$ cat src/rtl/rrcm_pkg.sv
// Shared types and constants for the rounded rectangle coverage mask.
package rrcm_pkg;

   localparam int MAX_DIM_DEF  = 4096;
   localparam int COORD_W      = 13;
   localparam int LEN_W        = 16;
   localparam int CSR_IDX_W    = 3;
   localparam int CSR_DATA_W   = 16;
   localparam int ROOT_W       = 40;
   localparam int ROOT_STEPS   = 20;
   localparam int STEPS_PER_ST = 2;
   localparam int ROOT_STAGES  = ROOT_STEPS / STEPS_PER_ST;

   localparam logic [CSR_IDX_W-1:0] CSR_MODE   = 3'd0;
   localparam logic [CSR_IDX_W-1:0] CSR_WIDTH  = 3'd1;
   localparam logic [CSR_IDX_W-1:0] CSR_HEIGHT = 3'd2;
   localparam logic [CSR_IDX_W-1:0] CSR_RADIUS = 3'd3;
   localparam logic [CSR_IDX_W-1:0] CSR_BAND   = 3'd4;

   typedef struct packed {
      logic [ROOT_W-1:0] rem;
      logic [ROOT_W-1:0] res;
   } root_type;

   typedef struct packed {
      logic               bad;
      logic signed [20:0] e;
   } side_type;

endpackage

$ cat src/rtl/rounded_rect_coverage_mask.sv
// Rounded rectangle coverage mask: one coordinate per clock, 14-stage pipeline.
// Each accepted pixel transfer is offered as one alpha byte on rsp after it
// has passed all stages; with rsp_tready high the block takes one pixel every cycle.
// The pipeline is the square root, resolved two result bits per stage over ten
// stages, plus the distance, squaring, sum and coverage stages. Stages advance
// independently, so bubbles collapse under backpressure. Write registers only
// when idle.
module rounded_rect_coverage_mask #(
   parameter int MAX_DIM = rrcm_pkg::MAX_DIM_DEF
) (
   input  logic                               clock,
   input  logic                               reset,
   input  logic                               csr_we,
   input  logic [rrcm_pkg::CSR_IDX_W-1:0]     csr_index,
   input  logic [rrcm_pkg::CSR_DATA_W-1:0]    csr_wdata,
   input  logic                               req_tvalid,
   output logic                               req_tready,
   input  logic [31:0]                        req_tdata,  // pixel_x, pixel_y
   output logic                               rsp_tvalid,
   input  logic                               rsp_tready,
   output logic [15:0]                        rsp_tdata   // alpha, size_bad
);
   import rrcm_pkg::*;

   localparam int NST = ROOT_STAGES + 4;
   localparam int OST = NST - 1;

   logic                mode_ff;
   logic [COORD_W-1:0]  width_ff, height_ff;
   logic [LEN_W-1:0]    radius_ff, band_ff;

   logic [NST-1:0]      v_ff;
   logic [NST:0]        rdy;
   side_type            side_ff [NST-1];
   logic [17:0]         ax_ff, ay_ff;
   logic [35:0]         ax2_ff, ay2_ff;
   root_type            root_ff [ROOT_STAGES+1];
   root_type            root_nx [ROOT_STAGES];
   logic [7:0]          alpha_ff;
   logic                bad_ff;
   logic [7:0]          alpha_nx;

   logic signed [17:0]  hx, hy, m, rad, bnd;
   logic signed [20:0]  px, py, apx, apy, qx, qy, mx;
   logic                bad;
   side_type            side0;

   function automatic logic [4:0] clamp16(input logic signed [21:0] v);
      logic [4:0] r;
      if (v < 0) r = 5'd0;
      else if (v > 22'sd16) r = 5'd16;
      else r = v[4:0];
      return r;
   endfunction

   always_ff @(posedge clock) begin
      if (reset) begin
         mode_ff   <= 1'b0;
         width_ff  <= '0;
         height_ff <= '0;
         radius_ff <= '0;
         band_ff   <= '0;
      end else if (csr_we) begin
         unique case (csr_index)
            CSR_MODE:   mode_ff   <= csr_wdata[0];
            CSR_WIDTH:  width_ff  <= csr_wdata[COORD_W-1:0];
            CSR_HEIGHT: height_ff <= csr_wdata[COORD_W-1:0];
            CSR_RADIUS: radius_ff <= csr_wdata;
            CSR_BAND:   band_ff   <= csr_wdata;
            default: ;
         endcase
      end
   end

   // config-derived terms
   always_comb begin
      hx  = $signed({2'b0, width_ff, 3'b0}) - 18'sd16;
      hy  = $signed({2'b0, height_ff, 3'b0}) - 18'sd16;
      m   = (hx < hy) ? hx : hy;
      rad = ($signed({2'b0, radius_ff}) > m) ? m : $signed({2'b0, radius_ff});
      bnd = ($signed({2'b0, band_ff}) > m) ? m : $signed({2'b0, band_ff});
      bad = (width_ff == '0) || (height_ff == '0)
         || ({1'b0, width_ff} > 14'(MAX_DIM)) || ({1'b0, height_ff} > 14'(MAX_DIM));
   end

   // handshake chain
   always_comb begin
      rdy[NST] = rsp_tready;
      for (int k = NST - 1; k >= 0; k--) rdy[k] = !v_ff[k] || rdy[k+1];
   end
   assign req_tready = rdy[0];

   always_ff @(posedge clock) begin
      if (reset) begin
         v_ff <= '0;
      end else begin
         if (rdy[0]) v_ff[0] <= req_tvalid;
         for (int k = 1; k < NST; k++) begin
            if (rdy[k]) v_ff[k] <= v_ff[k-1];
         end
      end
   end

   // stage 0: folded box distance
   always_comb begin
      px  = $signed({4'b0, req_tdata[12:0], 4'b0}) + 21'sd8
          - $signed({5'b0, width_ff, 3'b0});
      py  = $signed({4'b0, req_tdata[25:13], 4'b0}) + 21'sd8
          - $signed({5'b0, height_ff, 3'b0});
      apx = px[20] ? -px : px;
      apy = py[20] ? -py : py;
      qx  = apx - 21'(hx) + 21'(rad);
      qy  = apy - 21'(hy) + 21'(rad);
      mx  = (qx > qy) ? qx : qy;
      if (mx > 0) mx = '0;
      side0.bad = bad;
      side0.e   = mx - 21'(rad);
   end

   always_ff @(posedge clock) begin
      if (rdy[0]) begin
         ax_ff      <= qx[20] ? '0 : qx[17:0];
         ay_ff      <= qy[20] ? '0 : qy[17:0];
         side_ff[0] <= side0;
      end
      if (rdy[1]) begin
         ax2_ff <= ax_ff * ax_ff;
         ay2_ff <= ay_ff * ay_ff;
      end
      if (rdy[2]) begin
         root_ff[0].rem <= {1'b0, ({1'b0, ax2_ff} + {1'b0, ay2_ff}), 2'b0};
         root_ff[0].res <= '0;
      end
      for (int k = 0; k < ROOT_STAGES; k++) begin
         if (rdy[3+k]) root_ff[k+1] <= root_nx[k];
      end
      for (int k = 1; k < NST - 1; k++) begin
         if (rdy[k]) side_ff[k] <= side_ff[k-1];
      end
   end

   for (genvar i = 0; i < ROOT_STAGES; i++) begin : g_root
      rrcm_sqrt_stage #(.FIRST(i * STEPS_PER_ST)) u_step (
         .d_in  (root_ff[i]),
         .d_out (root_nx[i])
      );
   end

   // output stage: signed distance to coverage
   always_comb begin
      logic [19:0]        outside;
      logic signed [21:0] t, ti;
      logic [4:0]         outer, inner, cov;
      logic [12:0]        scaled;
      outside = 20'((root_ff[ROOT_STAGES].res[19:0] + 21'd1) >> 1);
      t       = 22'sd8 - ($signed({2'b0, outside}) + 22'(side_ff[OST-1].e));
      ti      = t - 22'(bnd);
      outer   = clamp16(t);
      inner   = clamp16(ti);
      if (!mode_ff) cov = outer;
      else cov = (outer > inner) ? outer - inner : 5'd0;
      scaled  = {8'b0, cov} * 13'd255 + 13'd8;
      alpha_nx = side_ff[OST-1].bad ? 8'd0 : scaled[11:4];
   end

   always_ff @(posedge clock) begin
      if (rdy[OST]) begin
         alpha_ff <= alpha_nx;
         bad_ff   <= side_ff[OST-1].bad;
      end
   end

   assign rsp_tvalid = v_ff[OST];
   assign rsp_tdata  = {7'b0, bad_ff, alpha_ff};
endmodule

$ cat src/rtl/rrcm_sqrt_stage.sv
// Two digit steps of the bitwise integer square root.
module rrcm_sqrt_stage #(
   parameter int FIRST = 0
) (
   input  rrcm_pkg::root_type d_in,
   output rrcm_pkg::root_type d_out
);
   import rrcm_pkg::*;

   always_comb begin
      root_type          r;
      logic [ROOT_W-1:0] bitv;
      logic [ROOT_W-1:0] trial;
      r = d_in;
      for (int j = 0; j < STEPS_PER_ST; j++) begin
         bitv  = ROOT_W'(1) << (2 * (ROOT_STEPS - 1 - (FIRST + j)));
         trial = r.res + bitv;
         if (r.rem >= trial) begin
            r.rem = r.rem - trial;
            r.res = (r.res >> 1) + bitv;
         end else begin
            r.res = r.res >> 1;
         end
      end
      d_out = r;
   end
endmodule

$ cat config.mk
export PLATFORM = sky130hd
export DESIGN_NAME = rounded_rect_coverage_mask
export DESIGN_NICKNAME = d
export VERILOG_FILES = /design/src/rtl/rrcm_pkg.sv /design/src/rtl/rounded_rect_coverage_mask.sv /design/src/rtl/rrcm_sqrt_stage.sv
export SDC_FILE = /design/constraint.sdc
export NUM_CORES = 2
export LEC_CHECK = 0
export BUFFER_PORTS_ARGS = -buffer_cell sky130_fd_sc_hd__buf_2
export CAP_MARGIN = 40
export CORE_UTILIZATION = 55
export CTS_CLUSTER_DIAMETER = 120
export DETAILED_ROUTE_END_ITERATION = 8
export HOLD_SLACK_MARGIN = 0.06
export MAX_ROUTING_LAYER = met4
export PLACE_DENSITY = 0.79
export SYNTH_ARGS = -nofsm -noshare
export SYNTH_HDL_FRONTEND = slang
export SYNTH_SLANG_ARGS = --single-unit
$ cat constraint.sdc
create_clock -name clock -period 29.2 [get_ports clock]
set_clock_uncertainty 0.1 [all_clocks]
set_input_delay 1.46 -clock clock [delete_from_list [all_inputs] [get_ports clock]]
set_output_delay 1.46 -clock clock [all_outputs]
set_load 0.1 [all_outputs]
==> qor.yml <==
critical_path:
  r2r_start: "width_ff[1]$_SDFFE_PP0P_"
  path_common_cell: "a21oi_1"
  path_buf_inv: 9
  r2r_cells: 74
  cp_max_fo: 43
  critPathMaxStageDelay_ns: 0.76
  r2r-end: "side_ff[0][20]$_DFFE_PP_"
  crit_type: "flop to flop"
  rrSetupSlack_ns: 10.23
  start_kind: "flop"
  critical_path_required_ns: 29.53
  cp.arrival_ns: 19.29
  critPathTopFamily: "compound AO/OA/AOI/OAI gates"
  cp-end-kind: "flop"
  crit_slowest_cell: "a21oi_1"
place:
  dp_hpwl_um: 134000
  portBuffers: 60
  routabilityCongestion: 0.963
hold_path:
  hold_depth: 0
  hp-start: "side_ff[0][42]$_DFFE_PP_"
  hold_path_class: "flop to flop"
  whs_endpoint: "side_ff[0][64]$_DFFE_PP_"
cts:
  cts_buffer_depth: 3
  cts.reportedPaths.clkPinSlew_ns: 0.07
  post-cts-setup-buffer-count: 0
  cts_tree: "done"
  root_buffer: "clkbuf_16"
  cts-resized-gates: 0
  clock_latency_ns: 0.71
  cts_sinks: 963
  htree_levels: 3
  numCtsBuffers: 97
  cts_hold_buf: 0
floorplanning:
  core-area_um2: 135000
  die-area_um2: 138000
  num_rows: 135
  die_y_um: 371
  io_pins: 74
  fp.dieW_um: 371
  start_util_pct: 55.3
yosys:
  synth_warnings: 0
  synthFlopType: "edfxtp_1"
  ys_ff_latch: 963
  synthArstFlopShare_pct: 0
  synth_edf_count: 890
  ys_seq_area_share_pct: 37.6
  synth_area_per_cell_um2: 10.3
  synth_area_um2: 74900
  ys_types: 103
  synth_cells: 7277
final_layout:
  final_layout_size_suffix_gt1_share_pct: 5.24
  num_antenna_cells: 0
  area_delta_synth_final_pct: 7.98
  nNetsFinal: 8603
sta:
  drv_slew: 0
  rsz0062_at_grt: "no"
  relSlewSlack_pct: 35.7
  hold_violations: 0
  tns_ns: 0
  setup_viol: 0
  post-route-min-period_ns: 18.97
  max_freq_mhz: 52.7
  worst_slew_pin_slew_ns: 0.965
  min_period_over_period_pct: 65.0
global_route:
  grt_overflow: 0
  grt_usage_pct: 25.9
  antenna_found_initial: 2
  grt_pass1_vias: 54000
  grt_max_degree: 74
  grt_pass1_wl_um: 276000
route:
  drt_iter0_drc: 3433
  viasPerCell: 5.75
  vias: 53000
  postRouteAntennaNets: 0
  avgRoutedWirePerCell_um: 18.6
  finalWirelength_um: 172000
  dr.pass1.iters: 6
  drc: 0
run_status:
  status: "completed"
job:
  maxCapViolations: 0
-- Yosys cell counts, types with 16 or more instances --
library cell	instances	area [µm²]
inv_1	977	3670
edfxtp_1	890	26700
ha_1	708	8860
nand2_1	653	2450
fa_1	478	9570
nor2_1	473	1780
a21oi_1	389	1950
xnor2_1	361	3160
o21ai_0	250	1250
and2_1	192	1200
nor3_1	170	851
xor2_1	169	1480
a21o_1	125	938
clkbuf_1	120	450
nand3_1	111	556
nor2b_1	89	557
nand2b_1	80	500
o21a_1	80	601
nor4_1	79	494
dfxtp_1	73	1460
nand4_1	72	450
o31ai_1	64	480
o21bai_1	57	428
or3_1	47	294
a21boi_0	44	330
and3_1	42	263
mux2i_1	41	410
or2_2	34	213
a211oi_1	30	225
or4_1	26	195
mux2_2	25	282
a31oi_1	23	144
o211ai_1	18	135
o31a_1	16	140
-- worst max path at each step --
stage,start,to,cells after the start
6_report,width_ff[1]$_SDFFE_PP0P_,side_ff[0][20]$_DFFE_PP_,74
5_1_grt,width_ff[1]$_SDFFE_PP0P_,side_ff[0][20]$_DFFE_PP_,75
4_1_cts,width_ff[1]$_SDFFE_PP0P_,side_ff[0][20]$_DFFE_PP_,71
3_5_place_dp,width_ff[1]$_SDFFE_PP0P_,side_ff[0][20]$_DFFE_PP_,71
3_3_place_gp,width_ff[1]$_SDFFE_PP0P_,side_ff[0][20]$_DFFE_PP_,73
2_1_floorplan,height_ff[1]$_SDFFE_PP0P_,side_ff[0][20]$_DFFE_PP_,77
-- stage by stage --
stage          setup slack (ns)  std cells  util (%)  area, µm²  hold WS [ns]
6_report                  10.23       9224      59.8      80900         0.284
5_1_grt                    8.95       9224      59.8      80900         0.300
2_1_floorplan             13.61       7286         -      74900         0.300
3_5_place_dp              10.86       9043      57.3      77600         0.305
4_1_cts                   10.66       9224      59.8      80900         0.296
3_3_place_gp              11.21       9022      57.1      77200         0.301
-- cells in the final DEF, fill, tap and decap left out, types with 23 or more instances in the layout --
cell type	n
o21ai_0	250
a21o_1	125
nor2_1	473
nor4_1	78
mux2_2	25
buf_2	64
a31oi_1	23
xnor2_1	360
xor2_1	169
and2_1	192
o21bai_1	57
or2_2	34
and3_1	42
mux2i_1	41
fa_1	478
nor3_1	170
buf_4	43
o31ai_1	64
inv_1	974
dfxtp_1	73
a21boi_0	44
nand2_1	649
nand4_1	72
o21a_1	80
ha_1	708
clkbuf_16	97
nand3_1	108
a211oi_1	30
nand2b_1	80
a21oi_1	389
or4_1	26
nor2b_1	89
or3_1	47
edfxtp_1	890
-- per-layer routing --
metal | share of wire (%) | vias to the layer above | track usage, %
met3 | 4.7 | 386 | 2.44
met1 | 40 | 25900 | 30.1
met2 | 51 | 1488 | 46.1
met4 | 4.1 | 0 | 9.88
li1 | - | 25300 | -
met5 | 0 | - | -
-- cell families (layout without fill, tap and decap cells) --
kind of cell | count (synthesis) | in the layout | synth area share (%)
DFF | 963 | 963 | 37.6
and+or+nand+nor | 2137 | 2137 | 13.9
other | 2 | 11 | 0.0100
AOI/OAI and AO/OA | 1255 | 1255 | 10.8
adders and majority gates | 1192 | 1192 | 24.7
buffers and inverters | 1127 | 1284 | 5.72
xor gates and xnor gates | 534 | 534 | 6.29
muxes | 67 | 67 | 0.939
-- sequential cells by signal, indices dropped and copies added, names as in the netlist --
register,count
alpha_ff,8
ax2_ff,35
ax_ff,18
ay2_ff,35
ay_ff,18
bad_ff,1
band_ff,16
height_ff,13
mode_ff,1
radius_ff,16
root_ff,489
side_ff,286
v_ff,14
width_ff,13
-- layout make-up --
class | instances | area, µm²
fill | 10700 | 54400
multi-input combinational | 5196 | 42500
sequential | 963 | 28200
inverter | 983 | 3690
clock buffer | 116 | 2500
tap | 1781 | 2230
timing repair buffer | 120 | 947
clock inverter | 65 | 786
Power is not shown: default switching activity piles up to over one toggle a cycle in this logic, so the estimate is an artifact.
